`config.mk`:
```
export PLATFORM = sky130hd
export DESIGN_NAME = fds_ctrl
export DESIGN_NICKNAME = d
export VERILOG_FILES = /design/src/rtl/core/fds_pkg.sv /design/src/rtl/core/fds_ctrl.sv
export SDC_FILE = /design/constraint.sdc
export NUM_CORES = 1
export LEC_CHECK = 0
export BUFFER_PORTS_ARGS = -buffer_cell sky130_fd_sc_hd__buf_4
export CAP_MARGIN = 5
export CELL_PAD_IN_SITES_DETAIL_PLACEMENT = 1
export CELL_PAD_IN_SITES_GLOBAL_PLACEMENT = 2
export CORE_AREA = 2 2 39 41
export DETAILED_ROUTE_END_ITERATION = 8
export DIE_AREA = 0 0 41 43
export PLACE_DENSITY_LB_ADDON = 0.1
export SYNTH_ARGS = -nofsm -noshare
export SYNTH_HDL_FRONTEND = slang
export SYNTH_SLANG_ARGS = --single-unit
```
`constraint.sdc`:
```
create_clock -name clk -period 1.68 [get_ports clk]
set_input_delay 0.168 -clock clk [delete_from_list [all_inputs] [get_ports clk]]
set_output_delay 0.168 -clock clk [all_outputs]
set_load 0.01 [all_outputs]
```
`src/rtl/core/fds_pkg.sv`:
```
// Package for the directory search block: field widths, function codes,
// character packing constants and the controller/datapath handshake structs.
// No dependencies.
`default_nettype none

package fds_pkg;

    localparam int ENTRIES_DEFAULT = 2048;

    localparam int FUNC_W  = 2;
    localparam int IDX_W   = 11;
    localparam int NAME_W  = 64;
    localparam int TYPE_W  = 4;
    localparam int HALF_W  = 24;
    localparam int ENTRY_W = 2 * HALF_W + TYPE_W;

    localparam logic [FUNC_W-1:0] FUNC_WRITE     = 2'd0;
    localparam logic [FUNC_W-1:0] FUNC_FIND_NAME = 2'd1;
    localparam logic [FUNC_W-1:0] FUNC_FIND_TYPE = 2'd2;

    localparam logic [7:0] CHAR_BIAS  = 8'h20;
    localparam logic [7:0] CHAR_DOT   = 8'h2E;
    localparam logic [7:0] CHAR_NUL   = 8'h00;
    localparam int         CHAR_SHIFT = 6;

    localparam logic [TYPE_W-1:0] NO_TYPE = 4'hF;

    // controller -> datapath
    typedef struct packed {
        logic clear;     // clearing pass: write empty entry, advance pointer
        logic load;      // item accepted: capture and set up the scan
        logic scan;      // scan running
        logic res_load;  // capture the scan result
        logic out_load;  // move the result into the output register
    } cmd_t;

    // datapath -> controller
    typedef struct packed {
        logic clear_last;
        logic scan_done;
    } sts_t;

endpackage

`default_nettype wire

```
`src/rtl/core/fds_ctrl.sv`:
```
// Controller of the directory search block: clearing pass, item accept,
// scan sequencing and output register handshake. Depends on fds_pkg.
`default_nettype none

module fds_ctrl (
    input  wire logic          clk,
    input  wire logic          rst_n,
    input  wire logic          in_valid,
    output logic               in_ready,
    output logic               out_valid,
    input  wire logic          out_ready,
    output fds_pkg::cmd_t      cmd,
    input  wire fds_pkg::sts_t sts
);

    localparam logic [1:0] ST_CLEAR  = 2'd0;
    localparam logic [1:0] ST_IDLE   = 2'd1;
    localparam logic [1:0] ST_SCAN   = 2'd2;
    localparam logic [1:0] ST_RESULT = 2'd3;

    logic [1:0] state_reg, state_next;
    logic       out_valid_reg, out_valid_next;

    always_comb
    begin
        state_next = state_reg;
        cmd        = '0;
        case (state_reg)
            ST_CLEAR:
            begin
                cmd.clear = 1'b1;
                if (sts.clear_last)
                    state_next = ST_IDLE;
            end
            ST_IDLE:
            begin
                if (in_valid)
                begin
                    cmd.load   = 1'b1;
                    state_next = ST_SCAN;
                end
            end
            ST_SCAN:
            begin
                cmd.scan = 1'b1;
                if (sts.scan_done)
                begin
                    cmd.res_load = 1'b1;
                    state_next   = ST_RESULT;
                end
            end
            ST_RESULT:
            begin
                if (!out_valid_reg || out_ready)
                begin
                    cmd.out_load = 1'b1;
                    state_next   = ST_IDLE;
                end
            end
            default:
            begin
                state_next = ST_CLEAR;
            end
        endcase
    end

    always_comb
    begin
        out_valid_next = out_valid_reg;
        if (cmd.out_load)
            out_valid_next = 1'b1;
        else if (out_ready)
            out_valid_next = 1'b0;
    end

    always_ff @(posedge clk or negedge rst_n)
    begin
        if (!rst_n)
        begin
            state_reg     <= ST_CLEAR;
            out_valid_reg <= 1'b0;
        end
        else
        begin
            state_reg     <= state_next;
            out_valid_reg <= out_valid_next;
        end
    end

    assign in_ready  = (state_reg == ST_IDLE);
    assign out_valid = out_valid_reg;

endmodule

`default_nettype wire

```
==> metrics <==
Setup Skew 5.020 ps; Fin. Hold Viols 0; Clock Power Share 0.174; initial antenna violation count 0; internal power 0.0004449 W; TritonCTS buffer count 3; Worst Path Max Fanout 4; Hold WC Path Type in2reg; Hold Crit Depth 3; Seq pwr share 0.210; CTS sink count 3; worst IR drop on VDD 0.0004684 V; critical path launch point type flip-flop; root buffer selected by CTS clkbuf_4; die width 41 um; max reg flops 2; Netlist Area Pre-Place 267.8 um^2; Layout area overhead 51.87%; post-CTS sizing 0; Slew Limit Headroom 0.8650; post-layout min period 1400 ps; sw power 0.0002779 W; clock slew at reported path FFs 40 ps; Reg2Reg Depth 5; YS warnings 0; global route total overflow 0; commonest cells after routing, fill and taps aside buf_4 (12), ha_1 (5), and2_1 (3), clkbuf_4 (3), dfrtp_1 (3); Final Cycle Share 0.8335; Yosys reg bits 3; P_leak 0.2117 nW; core area 1384 um^2; Pins Over Slew Limit 0; FILL cells 170; final antenna-violating net count 0; sequential-to-total area share from yosys stat 0.2804; status completed; PwrDens 1778 nW/um^2; Antenna Diode Count 0; Initial Util 0.1935; gp weighted congestion 0.5756; via-per-instance ratio 3.818; later-pin clock latency in the skew report 230 ps; die area 1763 um^2; Rows 14; die height 43 um; H-tree depth 1; Setup TNS Final 0 ps; first-pass GRT wire length 931 um; number of global-route vias before repair 238; post-CTS setup buffer count 0; CTS Buffer Depth 2; average size of a mapped cell 11.64 um^2; Max Cap Viol 0; share of cells above drive strength 1 0.5385; Syn Nets 34; RSZ-0062 raised after global routing no; Gate power share 0.616; CP Capture Type flip-flop; port bufs 12; CTS tree yes; Routed WL 529 um; Post-DP HPWL 459.6 um; reg2reg setup slack 280 ps; first-pass iteration count of the detailed router 2; data required time of the worst path 1790 ps; GRT Total Usage 0.08643; DRC violations left 0; Setup Viol. Count Final 0; routed vias 210; FMAX 714.2 MHz; io pins 13; worst endpoint data arrival time 1510 ps; Worst Setup Path Type reg2reg; most common cell after layout, fill and taps aside buf_4; Cells after Synth 23; Nets 51; DR iter-0 viols 3; sw frac 0.3845; largest net degree at the start of global routing 5; slew at the pin closest to its max-slew limit 202.3 ps; WL/cell 9.618 um; Core Util, Final 0.2939; number of distinct library cells after synthesis 13
[worst max-delay path: stages, from the launching register on]
cell and delay [ps]:
dfrtp_1 390, inv_1 90, ha_1 230, nand2b_1 120, o2111ai_4 120, mux2_4 310
[Yosys cell counts]
| cell type | number | share of area |
|---|---|---|
| buf_4 | 1 | 0.028 |
| mux2_4 | 1 | 0.056 |
| mux2i_1 | 1 | 0.037 |
| inv_2 | 1 | 0.014 |
| o2111ai_4 | 1 | 0.098 |
| nand2b_4 | 1 | 0.051 |
| and2_1 | 3 | 0.070 |
| nand2_1 | 1 | 0.014 |
| ha_1 | 5 | 0.23 |
| dfrtp_1 | 3 | 0.28 |
| inv_1 | 2 | 0.028 |
| nand2b_2 | 2 | 0.065 |
| nand2b_1 | 1 | 0.023 |
[layer usage]
layer | vias up | global-route usage | wire length (um)
met5 | - | 0 | 0
met4 | 0 | 0.1000 | 0
met3 | 0 | 0.03141 | 55
met2 | 9 | 0.1188 | 284
met1 | 98 | 0.08710 | 189
li1 | 103 | - | -
[power groups by stage]
| stage | registers (W) | clock network (W) | logic (W) |
|---|---|---|---|
| final | 0.000152 | 0.000126 | 0.000445 |
| after global placement | 0.000154 | 0 | 0.000451 |
| after detailed placement | 0.000155 | 0 | 0.000450 |
| after global routing | 0.000164 | 0.000149 | 0.000491 |
| after CTS | 0.000154 | 0.000135 | 0.000457 |
| after floorplan | 0.000152 | 0 | 0.000309 |
[repair_timing]
item,4_1_cts,5_1_grt
hold endpoints to repair,3,0
hold buffers,1,0
endpoints found under the setup margin,0,0
[worst paths after layout]
kind	startpoint	endpoint
hold / removal	out_ready	out_valid
min in group asynchronous	rst_n	out_valid
setup reg to reg	state_reg[0]	state_reg[1]
max in group asynchronous	rst_n	state_reg[1]
hold reg to reg	out_valid	out_valid
setup / recovery	state_reg[0]	state_reg[1]
[layout make-up]
type | count | area, um^2 | share of cell area
Timing Repair Buffer | 13 | 100.1 | 0.2462
Tap cell | 16 | 20.02 | 0.04923
Inverter | 3 | 11.26 | 0.02769
Sequential cell | 3 | 75.07 | 0.1846
Clock buffer | 4 | 26.28 | 0.06462
Multi-Input combinational cell | 16 | 173.9 | 0.4277
[stage by stage]
stage | area (um^2) | power [W] | hold slack [ps] | std cells | worst slack (ps)
final | 406.6 | 0.0007228 | 234.1 | 55 | 279.7
after global routing | 406.6 | 0.0008045 | 235.3 | 55 | 158.3
after CTS | 406.6 | 0.0007450 | 224.8 | 55 | 253.0
after detailed placement | 370.4 | 0.0006049 | -38.86 | 50 | 272.9
after global placement | 370.4 | 0.0006044 | -41.15 | 50 | 280.7
after floorplan | 267.8 | 0.0004609 | -127.6 | 23 | 323.9
[logic make-up (layout without fill, tap and decap cells)]
logic type	Yosys count	in the layout	synth area share
fa+ha+maj	5	5	0.2336
flops	3	3	0.2804
mux	2	2	0.09344
buf+inv	4	20	0.07010
simple gates	8	8	0.2243
compound gates	1	1	0.09815
(Power assumes the default switching activity.)
